`src/hw/rtl/waes_pkg.sv`:
```
// Package for the weekly alarm earliest scheduler.
// Holds the action and status codes, time constants, the queued item type and
// the next-match delay function. It has no dependencies.
`default_nettype none

package waes_pkg;

   localparam int unsigned DEF_TABLE_ENTRIES = 16;
   localparam int unsigned QUEUE_DEPTH       = 2;

   localparam logic [1:0] ACT_WRITE = 2'd0;
   localparam logic [1:0] ACT_CLEAR = 2'd1;
   localparam logic [1:0] ACT_ADD   = 2'd2;
   localparam logic [1:0] ACT_QUERY = 2'd3;

   localparam logic [2:0] STATUS_OK        = 3'd0;
   localparam logic [2:0] STATUS_BAD_INDEX = 3'd1;
   localparam logic [2:0] STATUS_INVALID   = 3'd2;
   localparam logic [2:0] STATUS_FULL      = 3'd3;
   localparam logic [2:0] STATUS_NO_ALARM  = 3'd4;

   localparam logic [16:0] SEC_PER_HOUR   = 17'd3600;
   localparam logic [16:0] SEC_PER_MINUTE = 17'd60;
   localparam logic [19:0] SEC_PER_DAY    = 20'(24 * 60 * 60);
   localparam logic [16:0] LAST_SECOND    = 17'(24 * 60 * 60 - 1);
   localparam logic [2:0]  DAYS_PER_WEEK  = 3'd7;

   typedef struct packed {
      logic [1:0]  action;
      logic [3:0]  entry_index;
      logic        bad_index;
      logic        alarm_ok;
      logic [6:0]  alarm_days;
      logic [16:0] alarm_second;
      logic [2:0]  weekday;
      logic [16:0] now_sec;
      logic [31:0] epoch_now;
   } waes_item_type;

   typedef struct packed {
      logic [2:0]  status;
      logic [3:0]  found_index;
      logic [19:0] delay_seconds;
      logic [32:0] ring_epoch;
   } waes_result_type;

   // Seconds until the next match of a day mask at a second of day, up to
   // seven days ahead; a time already passed today skips to a later matching day, at most a full week on.
   function automatic logic [19:0] waes_delay(input logic [6:0]  days,
                                              input logic [16:0] at_sec,
                                              input logic [2:0]  wd,
                                              input logic [16:0] now_sec);
      logic [3:0]  pos;
      logic        hit;
      logic [2:0]  step;
      logic [19:0] off;
      hit  = 1'b0;
      step = 3'd0;
      for (int i = 0; i < 8; i++) begin
         pos = 4'(wd) + 4'(i);
         if (pos >= 4'(DAYS_PER_WEEK)) begin
            pos = pos - 4'(DAYS_PER_WEEK);
         end
         if (!hit && days[3'(4'd6 - pos)] && !(i == 0 && at_sec < now_sec)) begin
            hit  = 1'b1;
            step = 3'(i);
         end
      end
      off = 20'(step) * SEC_PER_DAY;
      return 20'(at_sec) + off - 20'(now_sec);
   endfunction

endpackage

`default_nettype wire

```
`src/hw/rtl/weekly_alarm_earliest_scheduler.sv`:
```
// Weekly alarm table with earliest-alarm query: front end, queue, back end.
// Write, clear and invalid transactions go straight to S_DONE in the back end;
// add runs a first-free search, one slot a cycle; a query does one table read a
// cycle through two pipeline stages, then the finish state and the output register.
// One transaction is executed at a time; the queue and output register decouple.
// Synchronous reset empties the table (valid bits), the queue and the output.
`default_nettype none

module weekly_alarm_earliest_scheduler #(
   parameter int unsigned TABLE_ENTRIES = waes_pkg::DEF_TABLE_ENTRIES
) (
   input  wire logic        clock,
   input  wire logic        reset,
   input  wire logic        req_valid,
   output logic             req_stall,
   input  wire logic [1:0]  req_action,
   input  wire logic [3:0]  req_entry_index,
   input  wire logic        req_has_name,
   input  wire logic [6:0]  req_alarm_days,
   input  wire logic [16:0] req_alarm_second,
   input  wire logic [2:0]  req_weekday,
   input  wire logic [4:0]  req_hour_now,
   input  wire logic [5:0]  req_minute_now,
   input  wire logic [5:0]  req_second_now,
   input  wire logic [31:0] req_epoch_now,
   output logic             rsp_valid,
   input  wire logic        rsp_stall,
   output logic [2:0]       rsp_status,
   output logic [3:0]       rsp_found_index,
   output logic [19:0]      rsp_delay_seconds,
   output logic [32:0]      rsp_ring_epoch
);
   import waes_pkg::*;

   logic          queue_full;
   logic          push_valid;
   waes_item_type push_item;
   logic          head_valid;
   waes_item_type head_item;
   logic          pop;

   waes_front #(
      .TABLE_ENTRIES (TABLE_ENTRIES)
   ) u_front (
      .req_valid        (req_valid),
      .req_stall        (req_stall),
      .req_action       (req_action),
      .req_entry_index  (req_entry_index),
      .req_has_name     (req_has_name),
      .req_alarm_days   (req_alarm_days),
      .req_alarm_second (req_alarm_second),
      .req_weekday      (req_weekday),
      .req_hour_now     (req_hour_now),
      .req_minute_now   (req_minute_now),
      .req_second_now   (req_second_now),
      .req_epoch_now    (req_epoch_now),
      .queue_full       (queue_full),
      .push_valid       (push_valid),
      .push_item        (push_item)
   );

   waes_queue u_queue (
      .clock      (clock),
      .reset      (reset),
      .push_valid (push_valid),
      .push_item  (push_item),
      .full       (queue_full),
      .head_valid (head_valid),
      .head_item  (head_item),
      .pop        (pop)
   );

   waes_back #(
      .TABLE_ENTRIES (TABLE_ENTRIES)
   ) u_back (
      .clock             (clock),
      .reset             (reset),
      .head_valid        (head_valid),
      .head_item         (head_item),
      .pop               (pop),
      .rsp_valid         (rsp_valid),
      .rsp_stall         (rsp_stall),
      .rsp_status        (rsp_status),
      .rsp_found_index   (rsp_found_index),
      .rsp_delay_seconds (rsp_delay_seconds),
      .rsp_ring_epoch    (rsp_ring_epoch)
   );

endmodule

`default_nettype wire

```
`src/hw/rtl/waes_ram.sv`:
```
// Generic single-write, single-read RAM with registered read data.
// No dependencies.
`default_nettype none

module waes_ram #(
   parameter int unsigned WIDTH = 24,
   parameter int unsigned DEPTH = 16
) (
   input  wire logic                                     clock,
   input  wire logic                                     wr_en,
   input  wire logic [((DEPTH > 1) ? $clog2(DEPTH) : 1)-1:0] wr_addr,
   input  wire logic [WIDTH-1:0]                         wr_data,
   input  wire logic                                     rd_en,
   input  wire logic [((DEPTH > 1) ? $clog2(DEPTH) : 1)-1:0] rd_addr,
   output logic      [WIDTH-1:0]                         rd_data
);

   logic [WIDTH-1:0] mem_ff [DEPTH];
   logic [WIDTH-1:0] rd_data_ff;

   always_ff @(posedge clock) begin
      if (wr_en) begin
         mem_ff[wr_addr] <= wr_data;
      end
      if (rd_en) begin
         rd_data_ff <= mem_ff[rd_addr];
      end
   end

   assign rd_data = rd_data_ff;

endmodule

`default_nettype wire

```
`src/hw/rtl/waes_front.sv`:
```
// Front end: accepts request transactions and classifies them (index check,
// alarm check, clamped seconds, time of day). Depends on waes_pkg.
`default_nettype none

module waes_front #(
   parameter int unsigned TABLE_ENTRIES = waes_pkg::DEF_TABLE_ENTRIES
) (
   input  wire logic                   req_valid,
   output logic                        req_stall,
   input  wire logic [1:0]             req_action,
   input  wire logic [3:0]             req_entry_index,
   input  wire logic                   req_has_name,
   input  wire logic [6:0]             req_alarm_days,
   input  wire logic [16:0]            req_alarm_second,
   input  wire logic [2:0]             req_weekday,
   input  wire logic [4:0]             req_hour_now,
   input  wire logic [5:0]             req_minute_now,
   input  wire logic [5:0]             req_second_now,
   input  wire logic [31:0]            req_epoch_now,
   input  wire logic                   queue_full,
   output logic                        push_valid,
   output waes_pkg::waes_item_type     push_item
);
   import waes_pkg::*;

   logic [16:0] now_raw;

   assign req_stall  = queue_full;
   assign push_valid = req_valid && !queue_full;

   always_comb begin
      now_raw = 17'(req_hour_now) * SEC_PER_HOUR
              + 17'(req_minute_now) * SEC_PER_MINUTE
              + 17'(req_second_now);
      push_item.action       = req_action;
      push_item.entry_index  = req_entry_index;
      push_item.bad_index    = 32'(req_entry_index) >= 32'(TABLE_ENTRIES);
      push_item.alarm_ok     = req_has_name && (req_alarm_days != 7'd0);
      push_item.alarm_days   = req_alarm_days;
      push_item.alarm_second = (req_alarm_second > LAST_SECOND) ? LAST_SECOND
                                                                : req_alarm_second;
      push_item.weekday      = (req_weekday == DAYS_PER_WEEK) ? 3'd0 : req_weekday;
      push_item.now_sec      = (now_raw > LAST_SECOND) ? LAST_SECOND : now_raw;
      push_item.epoch_now    = req_epoch_now;
   end

endmodule

`default_nettype wire

```
`src/hw/rtl/waes_queue.sv`:
```
// Short queue between front and back end holding classified transactions.
// Depends on waes_pkg.
`default_nettype none

module waes_queue (
   input  wire logic                   clock,
   input  wire logic                   reset,
   input  wire logic                   push_valid,
   input  waes_pkg::waes_item_type     push_item,
   output logic                        full,
   output logic                        head_valid,
   output waes_pkg::waes_item_type     head_item,
   input  wire logic                   pop
);
   import waes_pkg::*;

   localparam int unsigned PTR_W = (QUEUE_DEPTH > 1) ? $clog2(QUEUE_DEPTH) : 1;
   localparam int unsigned CNT_W = $clog2(QUEUE_DEPTH + 1);

   waes_item_type     mem_ff [QUEUE_DEPTH];
   logic [PTR_W-1:0]  wr_ptr_ff, wr_ptr_in;
   logic [PTR_W-1:0]  rd_ptr_ff, rd_ptr_in;
   logic [CNT_W-1:0]  count_ff, count_in;
   logic              do_push, do_pop;

   assign full       = count_ff == CNT_W'(QUEUE_DEPTH);
   assign head_valid = count_ff != '0;
   assign head_item  = mem_ff[rd_ptr_ff];
   assign do_push    = push_valid && !full;
   assign do_pop     = pop && head_valid;

   always_comb begin
      wr_ptr_in = wr_ptr_ff;
      rd_ptr_in = rd_ptr_ff;
      count_in  = count_ff;
      if (do_push) begin
         wr_ptr_in = (32'(wr_ptr_ff) == QUEUE_DEPTH - 1) ? '0 : wr_ptr_ff + 1'b1;
      end
      if (do_pop) begin
         rd_ptr_in = (32'(rd_ptr_ff) == QUEUE_DEPTH - 1) ? '0 : rd_ptr_ff + 1'b1;
      end
      if (do_push && !do_pop) begin
         count_in = count_ff + 1'b1;
      end else if (do_pop && !do_push) begin
         count_in = count_ff - 1'b1;
      end
   end

   always_ff @(posedge clock) begin
      if (reset) begin
         wr_ptr_ff <= '0;
         rd_ptr_ff <= '0;
         count_ff  <= '0;
      end else begin
         wr_ptr_ff <= wr_ptr_in;
         rd_ptr_ff <= rd_ptr_in;
         count_ff  <= count_in;
      end
   end

   always_ff @(posedge clock) begin
      if (do_push) begin
         mem_ff[wr_ptr_ff] <= push_item;
      end
   end

endmodule

`default_nettype wire

```
`src/hw/rtl/waes_back.sv`:
```
// Back end: executes table updates, first-free search and the earliest-alarm
// scan, and holds the response register. Depends on waes_pkg and waes_ram.
`default_nettype none

module waes_back #(
   parameter int unsigned TABLE_ENTRIES = waes_pkg::DEF_TABLE_ENTRIES
) (
   input  wire logic                   clock,
   input  wire logic                   reset,
   input  wire logic                   head_valid,
   input  waes_pkg::waes_item_type     head_item,
   output logic                        pop,
   output logic                        rsp_valid,
   input  wire logic                   rsp_stall,
   output logic [2:0]                  rsp_status,
   output logic [3:0]                  rsp_found_index,
   output logic [19:0]                 rsp_delay_seconds,
   output logic [32:0]                 rsp_ring_epoch
);
   import waes_pkg::*;

   localparam int unsigned IW = (TABLE_ENTRIES > 1) ? $clog2(TABLE_ENTRIES) : 1;
   localparam int unsigned CW = $clog2(TABLE_ENTRIES + 1);
   localparam logic [CW-1:0] LAST_CNT = CW'(TABLE_ENTRIES - 1);

   localparam logic [2:0] S_IDLE = 3'd0;
   localparam logic [2:0] S_ADD  = 3'd1;
   localparam logic [2:0] S_QRY  = 3'd2;
   localparam logic [2:0] S_FIN  = 3'd3;
   localparam logic [2:0] S_DONE = 3'd4;

   logic [2:0]               state_ff, state_in;
   logic [CW-1:0]            cnt_ff, cnt_in;
   logic                     issue_ff, issue_in;
   logic                     any_ff, any_in;
   logic [19:0]              best_delay_ff, best_delay_in;
   logic [IW-1:0]            best_idx_ff, best_idx_in;
   logic [TABLE_ENTRIES-1:0] valid_ff, valid_in;
   waes_item_type            cur_ff, cur_in;
   waes_result_type          res_ff, res_in;
   waes_result_type          rsp_ff, rsp_in;
   logic                     rsp_valid_ff, rsp_valid_in;

   logic                     p1_go_ff, p1_vld_ff, p1_last_ff;
   logic [IW-1:0]            p1_idx_ff;
   logic                     p2_take_ff, p2_last_ff;
   logic [19:0]              p2_delay_ff;
   logic [IW-1:0]            p2_idx_ff;

   logic [IW-1:0]            idx;
   logic                     out_free;
   logic                     ram_we;
   logic [IW-1:0]            ram_waddr;
   logic [23:0]              ram_wdata;
   logic [23:0]              ram_rdata;

   assign idx      = cnt_ff[IW-1:0];
   assign out_free = !rsp_valid_ff || !rsp_stall;

   waes_ram #(
      .WIDTH (24),
      .DEPTH (TABLE_ENTRIES)
   ) u_table (
      .clock   (clock),
      .wr_en   (ram_we),
      .wr_addr (ram_waddr),
      .wr_data (ram_wdata),
      .rd_en   (issue_ff),
      .rd_addr (idx),
      .rd_data (ram_rdata)
   );

   always_comb begin
      state_in      = state_ff;
      cnt_in        = cnt_ff;
      issue_in      = issue_ff;
      any_in        = any_ff;
      best_delay_in = best_delay_ff;
      best_idx_in   = best_idx_ff;
      valid_in      = valid_ff;
      cur_in        = cur_ff;
      res_in        = res_ff;
      pop           = 1'b0;
      ram_we        = 1'b0;
      ram_waddr     = idx;
      ram_wdata     = {cur_ff.alarm_days, cur_ff.alarm_second};
      rsp_valid_in  = rsp_valid_ff && rsp_stall;
      rsp_in        = rsp_ff;

      case (state_ff)
         S_IDLE: begin
            if (head_valid) begin
               pop    = 1'b1;
               cur_in = head_item;
               res_in = '0;
               case (head_item.action)
                  ACT_WRITE: begin
                     if (head_item.bad_index) begin
                        res_in.status = STATUS_BAD_INDEX;
                     end else if (!head_item.alarm_ok) begin
                        res_in.status = STATUS_INVALID;
                     end else begin
                        ram_we    = 1'b1;
                        ram_waddr = IW'(head_item.entry_index);
                        ram_wdata = {head_item.alarm_days, head_item.alarm_second};
                        valid_in[IW'(head_item.entry_index)] = 1'b1;
                     end
                     state_in = S_DONE;
                  end
                  ACT_CLEAR: begin
                     if (head_item.bad_index) begin
                        res_in.status = STATUS_BAD_INDEX;
                     end else begin
                        valid_in[IW'(head_item.entry_index)] = 1'b0;
                     end
                     state_in = S_DONE;
                  end
                  ACT_ADD: begin
                     if (!head_item.alarm_ok) begin
                        res_in.status = STATUS_INVALID;
                        state_in      = S_DONE;
                     end else begin
                        cnt_in   = '0;
                        state_in = S_ADD;
                     end
                  end
                  default: begin
                     cnt_in   = '0;
                     issue_in = 1'b1;
                     any_in   = 1'b0;
                     state_in = S_QRY;
                  end
               endcase
            end
         end
         S_ADD: begin
            if (!valid_ff[idx]) begin
               ram_we             = 1'b1;
               valid_in[idx]      = 1'b1;
               res_in.found_index = 4'(cnt_ff);
               state_in           = S_DONE;
            end else if (cnt_ff == LAST_CNT) begin
               res_in.status = STATUS_FULL;
               state_in      = S_DONE;
            end else begin
               cnt_in = cnt_ff + 1'b1;
            end
         end
         S_QRY: begin
            if (issue_ff) begin
               cnt_in = cnt_ff + 1'b1;
               if (cnt_ff == LAST_CNT) begin
                  issue_in = 1'b0;
               end
            end
            if (p2_take_ff && (!any_ff || p2_delay_ff < best_delay_ff)) begin
               any_in        = 1'b1;
               best_delay_in = p2_delay_ff;
               best_idx_in   = p2_idx_ff;
            end
            if (p2_last_ff) begin
               state_in = S_FIN;
            end
         end
         S_FIN: begin
            res_in = '0;
            if (any_ff) begin
               res_in.status        = STATUS_OK;
               res_in.found_index   = 4'(best_idx_ff);
               res_in.delay_seconds = best_delay_ff;
               res_in.ring_epoch    = 33'(cur_ff.epoch_now) + 33'(best_delay_ff);
            end else begin
               res_in.status = STATUS_NO_ALARM;
            end
            state_in = S_DONE;
         end
         S_DONE: begin
            if (out_free) begin
               rsp_valid_in = 1'b1;
               rsp_in       = res_ff;
               state_in     = S_IDLE;
            end
         end
         default: begin
            state_in = S_IDLE;
            issue_in = 1'b0;
         end
      endcase
   end

   always_ff @(posedge clock) begin
      if (reset) begin
         state_ff     <= S_IDLE;
         cnt_ff       <= '0;
         issue_ff     <= 1'b0;
         any_ff       <= 1'b0;
         valid_ff     <= '0;
         rsp_valid_ff <= 1'b0;
         p1_go_ff     <= 1'b0;
         p1_vld_ff    <= 1'b0;
         p1_last_ff   <= 1'b0;
         p2_take_ff   <= 1'b0;
         p2_last_ff   <= 1'b0;
      end else begin
         state_ff     <= state_in;
         cnt_ff       <= cnt_in;
         issue_ff     <= issue_in;
         any_ff       <= any_in;
         valid_ff     <= valid_in;
         rsp_valid_ff <= rsp_valid_in;
         p1_go_ff     <= issue_ff;
         p1_vld_ff    <= valid_ff[idx];
         p1_last_ff   <= cnt_ff == LAST_CNT;
         p2_take_ff   <= p1_go_ff && p1_vld_ff;
         p2_last_ff   <= p1_go_ff && p1_last_ff;
      end
   end

   // scan pipeline: table read, delay, then compare in S_QRY
   always_ff @(posedge clock) begin
      best_delay_ff <= best_delay_in;
      best_idx_ff   <= best_idx_in;
      cur_ff        <= cur_in;
      res_ff        <= res_in;
      rsp_ff        <= rsp_in;
      p1_idx_ff     <= idx;
      p2_idx_ff     <= p1_idx_ff;
      p2_delay_ff   <= waes_delay(ram_rdata[23:17], ram_rdata[16:0],
                                  cur_ff.weekday, cur_ff.now_sec);
   end

   assign rsp_valid         = rsp_valid_ff;
   assign rsp_status        = rsp_ff.status;
   assign rsp_found_index   = rsp_ff.found_index;
   assign rsp_delay_seconds = rsp_ff.delay_seconds;
   assign rsp_ring_epoch    = rsp_ff.ring_epoch;

endmodule

`default_nettype wire
```
`config.mk`:
```
export PLATFORM = sky130hd
export DESIGN_NAME = weekly_alarm_earliest_scheduler
export DESIGN_NICKNAME = d
export VERILOG_FILES = /design/src/hw/rtl/waes_pkg.sv /design/src/hw/rtl/weekly_alarm_earliest_scheduler.sv /design/src/hw/rtl/waes_ram.sv /design/src/hw/rtl/waes_front.sv /design/src/hw/rtl/waes_queue.sv /design/src/hw/rtl/waes_back.sv
export SDC_FILE = /design/constraint.sdc
export NUM_CORES = 1
export LEC_CHECK = 0
export CAP_MARGIN = 20
export CORE_UTILIZATION = 40
export CTS_CLUSTER_SIZE = 12
export DETAILED_ROUTE_END_ITERATION = 8
export DONT_BUFFER_PORTS = 1
export GPL_ROUTABILITY_DRIVEN = 1
export PLACE_DENSITY = 0.58
export SETUP_SLACK_MARGIN = 0.4
export SYNTH_ARGS = -nofsm -noshare
export SYNTH_HDL_FRONTEND = slang
export SYNTH_SLANG_ARGS = --single-unit
export TNS_END_PERCENT = 30
```
`constraint.sdc`:
```
create_clock -name clock -period 8.69 [get_ports clock]
set_clock_uncertainty 0.05 [all_clocks]
set_input_delay 0.869 -clock clock [delete_from_list [all_inputs] [get_ports clock]]
set_output_delay 0.869 -clock clock [all_outputs]
set_load 0.05 [all_outputs]
```
# Word-level counts from Yosys, hierarchy flattened

Memories as Yosys holds them, arrays and structs flattened. A register that Yosys moved wholly into a read port is not among the register bits.
Cells that the tools add are included.

Register bits after elaboration: 284
Latch bits: 0
Bits in writable memories: 550
Bits in read-only memories: 0
Input port bits: 87
Output and inout port bits: 62
Word-level logic and storage cells: 305
Memories: 2

Memories:

| memory                | depth | bits a word | read ports | clocked after memory_dff | wr ports | line             | RTL |
|---|---|---|---|---|---|---|---|
| u_back.u_table.mem_ff | 16    | 24          | 1          | 1                        | 1        | waes_ram.sv:18   | `logic [WIDTH-1:0] mem_ff [DEPTH];` |
| u_queue.mem_ff        | 2     | 83          | 1          | 1                        | 1        | waes_queue.sv:20 | `waes_item_type mem_ff [QUEUE_DEPTH];` |

Add/subtract/negate cells: 33
$mul: 3
Divide/modulo/power cells: 0
$lt $le $gt $ge: 24
Eq/ne operators: 26
Shift-type cells: 0
Muxes and demuxes: 120
Bitwise logic cells: 5
Reductions and logical operators: 60

Operators with widths:

| cell                                                                          | count |
|---|---|
| 24-bit 2-to-1 mux                                                             | 5 |
| 53-bit case mux with 2 select lines                                           | 1 |
| 16-bit 2-to-1 mux                                                             | 5 |
| 3-bit 2-to-1 mux                                                              | 23 |
| 16-bit case mux with 2 select lines                                           | 2 |
| 60-bit 2-to-1 mux                                                             | 1 |
| 57-bit 2-to-1 mux                                                             | 1 |
| 1-bit 2-to-1 mux                                                              | 44 |
| 17-bit > comparator (second input constant)                                   | 2 |
| 17-bit 2-to-1 mux                                                             | 2 |
| 32-bit by 20-bit adder with 33-bit output                                     | 1 |
| 3-bit by 4-bit less-than comparator with 1-bit output (second input constant) | 8 |
| 16-bit bitwise OR                                                             | 2 |
| 4-bit by 3-bit >= comparator with 1-bit output (second input constant)        | 7 |
| 5-bit 2-to-1 mux                                                              | 5 |
| 1-bit binary-select mux with 3-bit select                                     | 8 |
| 4-bit 2-to-1 mux                                                              | 6 |
| 3-bit subtractor (first input constant)                                       | 8 |
| 3-bit subtractor (second input constant)                                      | 8 |
| 7-bit case mux with 3 select lines                                            | 1 |
| 17-bit by 20-bit adder with 20-bit output                                     | 1 |
| 1-bit logical AND                                                             | 20 |
| 20-bit less-than comparator                                                   | 1 |
| 20-bit by 17-bit subtractor with 20-bit output                                | 1 |
| other kinds (52)                                                              | 108 |

# Depth between registers and ports, before layout

Word-level depth: 31
Gate-level depth with buffers: 28
Depth with buffers taken out: 26

# Hierarchy

A second synthesis with hierarchy kept.

Cell total of the unflattened synthesis: 2,392
Area total of the unflattened synthesis: 38,144.1 µm²

By module, submodules not included:

| module     | times used | cells each | area each (µm²) |
|---|---|---|---|
| waes_ram   | 1          | 636        | 15,170.8 |
| waes_back  | 1          | 1,165      | 14,181.1 |
| waes_queue | 1          | 286        | 6,296.0 |
| waes_front | 1          | 305        | 2,496.1 |

# Worst setup path before layout

No wires, ideal clock.

Path kind: register -> register
Start: register u_back.cur_ff[49] (netlist bit)
End: register u_back.p2_delay_ff[19]
Data arrival time: 6,071 ps
Data required time: 8,568 ps
Path slack: 2,496 ps
Stages on the path, launching flop included: 26
Path buffers: 3
Period minus slack after synthesis: 6,194 ps
Cells stage by stage: edfxtp_1 > buf_2 > buf_2 > inv_1 > ha_1 > clkbuf_1 > mux2_2 > ha_1 > xor2_1 > mux4_2 > a311o_1 > nand2_1 > o21ba_2 > ha_1 > ha_1 > ha_1 > inv_1 > fa_1 > inv_1 > ha_1 > or3_1 > a211oi_1 > o31ai_1 > or4b_2 > a31oi_1 > xnor2_1

Cells in the longest elaborated chain, start to end: 31
Elaborated cells on any way between the ends: 87

Ends and longest elaborated chain:

| what                                                                            | line             | RTL |
|---|---|---|
| start, declared                                                                 | waes_back.sv:39  | `waes_item_type cur_ff, cur_in;` |
| start signal, assigned                                                          | waes_back.sv:223 | `cur_ff <= cur_in;` |
| branches (longest 27 deep; another with 3-bit by 1-bit adder with 4-bit output) | --               |  |
| 3-bit 2-to-1 mux (*)                                                            | waes_pkg.sv:64   | `if (!hit && days[3'(4'd6 - pos)] && !(i == 0 && at_sec < now_sec)) begin` |
| 3-bit by 10-bit multiplier with 13-bit output (*)                               | waes_pkg.sv:69   | `off = 20'(step) * SEC_PER_DAY;` |
| 17-bit by 20-bit adder with 20-bit output (*)                                   | waes_pkg.sv:70   | `return 20'(at_sec) + off - 20'(now_sec);` |
| 20-bit by 17-bit subtractor with 20-bit output (*)                              | waes_pkg.sv:70   |  |
| end signal, assigned                                                            | waes_back.sv:228 | `p2_delay_ff <= waes_delay(ram_rdata[23:17], ram_rdata[16:0],` |
| end, declared                                                                   | waes_back.sv:47  | `logic [19:0] p2_delay_ff;` |

Mark *: on every way between the ends. The select of a mux whose other input is x is not followed.
A chain may end at the register's enable or synchronous reset.

# Final worst setup path

Ends and elaborated chain as after synthesis.

==> impl_metrics.tcl <==
set metrics [dict create \
    floorplan.die.height_um 308 \
    final_hold_viol_count 0 \
    power_frac_seq_pct 36.0 \
    setup_viol 0 \
    cts_max_path_buffers 3 \
    globalRoute.totalOverflow 0 \
    quantity_of_hold_fixing_buffers_added_after_cts 0 \
    holdWs_ns 0.248 \
    p_comb_share_pct 44.1 \
    layout.nets 2609 \
    first_pass_iters 5 \
    worst_path_most_repeated_cell "sky130_fd_sc_hd__ha_1" \
    timing.reg2reg.setup_slack_ns 1.73 \
    intPower_w 0.0116 \
    timing.critical_path.to "u_back.p2_delay_ff[19]" \
    areaGrowthSynthToFinish_pct 12.2 \
    syn_area_per_cell_sq_um 16.4 \
    detailedRoute.firstIterationViolations 1446 \
    routabilityCongestion 0.855 \
    vias_per_cell 5.33 \
    netlist_area_sq_um 37400 \
    category_of_cells_accounting_for_the_largest_share_of_critical_path_delay "adder cells" \
    critPathBufInv 3 \
    critical_path_class "register to register" \
    crit_path_cell_trace "ha_1 -> inv_1 -> fa_1 -> xnor2_1 -> ha_1 -> mux4_2 -> nor2_1 -> a21o_1 -> nand2_1 -> nor3_1 -> ha_1 -> ha_1 -> ha_1 -> inv_1 -> fa_1 -> inv_1 -> ha_1 -> or3_1 -> a211oi_1 -> o31ai_1 -> or4b_2 -> a31oi_1 -> xnor2_1" \
    max-slew-margin-rel_pct 29.9 \
    timing.critical_path.slowest_stage_cell "sky130_fd_sc_hd__edfxtp_1" \
    ctsResizeCount 0 \
    report.final.slew_viol_count 0 \
    place.port_buffers 0 \
    r2r.worst_path.cells 23 \
    post_synth_num_cell_types 72 \
    core.rowCount 111 \
    cts_made_buffers 91 \
    share_of_synthesized_registers_carrying_an_async_set_or_reset_pct 0 \
    fin_tns_setup_ns 0 \
    post-cts-setup-buffers 0 \
    num_vias 19400 \
    p_leak_nw 14.3 \
    critical_path_peak_fanout 20 \
    synth-seq-area-share_pct 67.2 \
    timing.critical_path.required_ns 9.21 \
    dp_hpwl_mm 51.5 \
    worst-slew-pin-transition_ns 1.05 \
    core_area_sq_um 92200 \
    period_minus_slack_ns 6.96 \
    grt_max_degree 62 \
    worstHoldPathType "input pin to register" \
    avgRoutedWirePerCell_um 21.9 \
    pin_count 149 \
    worst_ep_arrival_ns 7.47 \
    crit_path_capture_type "register" \
    route.antenna.remaining_nets 0 \
    path_depth 23 \
    final_layout_size_suffix_gt1_share_pct 18.2 \
    clock_power_share_pct 19.9 \
    worst_reg2reg_startpoint "u_back.cur_ff[49]" \
    rsz0062_at_grt "no" \
    post_synth_inst_count 2278 \
    hold_path_stages 1 \
    grt_first_pass_wirelength_mm 121 \
    synth_top_flop_cell "sky130_fd_sc_hd__edfxtp_1" \
    netSwitchingFraction_pct 37.1 \
    achievable-frequency_mhz 144 \
    synth.yosys.warnings 0 \
    drv.max_cap_violation_count 0 \
    cts_tree "done" \
    cts.root.buffer_cell "sky130_fd_sc_hd__clkbuf_16" \
    design.die.area_sq_um 94800 \
    cts.reportedPaths.clkPinSlew_ns 0.06 \
    die_width_um 308 \
    critical_path.reg2reg.endpoint "u_back.p2_delay_ff[19]" \
    layout_worst_path_cycle_share_pct 80.1 \
    outcome "finished clean" \
    power.net_switching_w 0.00682 \
    cellPowerDensity_nw_per_um2 438 \
    drcViolationCount 0 \
    floorplan.initialDensity_pct 40.6 \
    timing.critical_path.from_type "register" \
    first_global_vias 20100 \
    critPathLaunch "u_back.cur_ff[49]" \
    synth.ff_latch_count 859 \
    antenna-diode-count 0 \
    fillCellCount 7998 \
    clk_latency_ns 0.64 \
    antenna_violations_before_repair 1 \
    slowest_delay_ns 0.86 \
    clock_sinks 859 \
    syn_nets 2551 \
    drt_wl_total_mm 79.7 \
    synth_edf_count 794 \
    cts_max_level 3 \
    grtUsageTotal_pct 16.9 \
    ir_worst_vdd_v 0.000636 \
]
cells by family (layout without fill, tap and decap cells):
group           count (synthesis)  count (layout)  synth area share, %
simple gates                  371             371                 4.87
xor+xnor                       78              78                 1.83
compound gates                325             325                 5.50
buf+inv                       202             326                 2.11
fa+ha+maj                     186             186                 6.84
mux                           257             257                 11.6
flops                         859             859                 67.2
cell usage in the layout (no fill, tap or decap), types with 10 or more instances in the layout:
cell type / count
sky130_fd_sc_hd__clkinv_1: 11
sky130_fd_sc_hd__nor3_1: 16
sky130_fd_sc_hd__mux2i_1: 18
sky130_fd_sc_hd__a31oi_1: 13
sky130_fd_sc_hd__a21boi_0: 11
sky130_fd_sc_hd__o21ai_0: 50
sky130_fd_sc_hd__nor2_4: 17
sky130_fd_sc_hd__a311oi_1: 12
sky130_fd_sc_hd__or3_1: 11
sky130_fd_sc_hd__a21o_1: 26
sky130_fd_sc_hd__clkbuf_16: 93
sky130_fd_sc_hd__nand3_1: 31
sky130_fd_sc_hd__mux2_2: 107
sky130_fd_sc_hd__xor2_1: 29
sky130_fd_sc_hd__nor2b_1: 19
sky130_fd_sc_hd__buf_4: 30
sky130_fd_sc_hd__clkinv_2: 13
sky130_fd_sc_hd__edfxtp_1: 794
sky130_fd_sc_hd__o21a_1: 13
sky130_fd_sc_hd__a211oi_1: 11
sky130_fd_sc_hd__fa_1: 31
sky130_fd_sc_hd__ha_1: 155
sky130_fd_sc_hd__and3_1: 13
sky130_fd_sc_hd__mux4_2: 132
sky130_fd_sc_hd__nand2b_1: 28
sky130_fd_sc_hd__and2_1: 16
sky130_fd_sc_hd__o21bai_1: 10
sky130_fd_sc_hd__dfxtp_1: 61
sky130_fd_sc_hd__clkbuf_1: 27
sky130_fd_sc_hd__nor2_1: 112
sky130_fd_sc_hd__inv_1: 129
sky130_fd_sc_hd__xnor2_1: 49
sky130_fd_sc_hd__nand2_1: 68
sky130_fd_sc_hd__a21oi_1: 123
synthesized netlist by cell type (all sizes together) (13+ instances only):
master,n,area [sq um]
clkbuf,35,131
buf,36,168
inv,131,492
dfxtp,65,1300
mux4,132,2970
nor2b,19,119
and2,16,100
a31oi,13,81.3
xnor2,49,429
a21oi,124,621
nor3,18,95.1
mux2i,18,180
fa,31,621
o21ai,53,265
nand3,31,155
nand2b,29,189
and3,14,87.6
nor2,129,484
o21a,13,97.6
mux2,107,1200
xor2,29,254
nand2,70,270
edfxtp,794,23800
a21o,26,195
ha,155,1940
metal layers:
layer / track usage [%] / wire, um / part of all wire (%)
met3: 2.65 / 3820 / 4.8
met4: 5.36 / 2040 / 2.6
met1: 21.9 / 34000 / 43
met2: 29.1 / 39800 / 50
met5: 0 / 0 / 0
worst reg2reg max path, stage by stage, from the launching register on:
cell,delay (ns)
sky130_fd_sc_hd__edfxtp_1,0.86
sky130_fd_sc_hd__ha_1,0.29
sky130_fd_sc_hd__inv_1,0.06
sky130_fd_sc_hd__fa_1,0.44
sky130_fd_sc_hd__xnor2_1,0.41
sky130_fd_sc_hd__ha_1,0.34
sky130_fd_sc_hd__mux4_2,0.30
sky130_fd_sc_hd__nor2_1,0.12
sky130_fd_sc_hd__a21o_1,0.15
sky130_fd_sc_hd__nand2_1,0.12
sky130_fd_sc_hd__nor3_1,0.37
sky130_fd_sc_hd__ha_1,0.31
sky130_fd_sc_hd__ha_1,0.20
sky130_fd_sc_hd__ha_1,0.27
sky130_fd_sc_hd__inv_1,0.04
sky130_fd_sc_hd__fa_1,0.47
sky130_fd_sc_hd__inv_1,0.04
sky130_fd_sc_hd__ha_1,0.22
sky130_fd_sc_hd__or3_1,0.32
sky130_fd_sc_hd__a211oi_1,0.33
sky130_fd_sc_hd__o31ai_1,0.19
sky130_fd_sc_hd__or4b_2,0.62
sky130_fd_sc_hd__a31oi_1,0.21
sky130_fd_sc_hd__xnor2_1,0.14
final cells by class:
type / count / area (sq um) / share of cell area [%]
Clock buffer: 123 / 2470 / 5.88
Sequential cell: 859 / 25200 / 59.9
Inverter: 131 / 493 / 1.17
Tap cell: 1243 / 1560 / 3.70
Clock inverter: 36 / 332 / 0.790
Multi-Input combinational cell: 1217 / 11600 / 27.7
Timing Repair Buffer: 36 / 348 / 0.828
flip-flops by register name, summed over array words and instances, names as in the netlist, 5 cells and up, named ones only:
signal                    count
u_back.p2_delay_ff           20
u_back.cur_ff                76
u_back.rsp_ring_epoch        33
u_back.best_delay_ff         20
u_back.rsp_delay_seconds     20
u_queue.mem_ff              166
u_back.u_table.mem_ff       384
u_back.cnt_ff                 5
u_back.res_ff                60
u_back.u_table.rd_data       24
power by group through the flow:
stage / logic, W / registers (W) / clock network [W]
after global placement: 0.00790 / 0.00669 / 0
after CTS: 0.00818 / 0.00663 / 0.00376
after detailed placement: 0.00812 / 0.00671 / 0
after floorplan: 0.00641 / 0.00652 / 0
final: 0.00811 / 0.00661 / 0.00366
after global routing: 0.00913 / 0.00669 / 0.00391
worst min path at each step:
stage	start	end	slack [ns]
2_1_floorplan	u_back.p1_idx_ff[0]	u_back.p2_idx_ff[0]	0.26
3_3_place_gp	u_back.p1_idx_ff[2]	u_back.p2_idx_ff[2]	0.26
3_5_place_dp	u_back.p1_idx_ff[0]	u_back.p2_idx_ff[0]	0.26
4_1_cts	reset	u_queue.count_ff[0]	0.20
5_1_grt	reset	u_queue.wr_ptr_ff	0.21
6_report	reset	u_back.rsp_valid	0.25
stage by stage:
stage	cells	total power (W)	util, %	setup WS (ns)	area [sq um]
after floorplan	2278	0.0129	-	2.50	37400
after global placement	3479	0.0146	42.4	2.00	39100
after detailed placement	3484	0.0148	42.5	1.83	39200
after CTS	3643	0.0186	45.5	1.77	42000
after global routing	3645	0.0197	45.5	1.23	42000
final	3645	0.0184	45.5	1.73	42000
(Power assumes the default switching activity.)
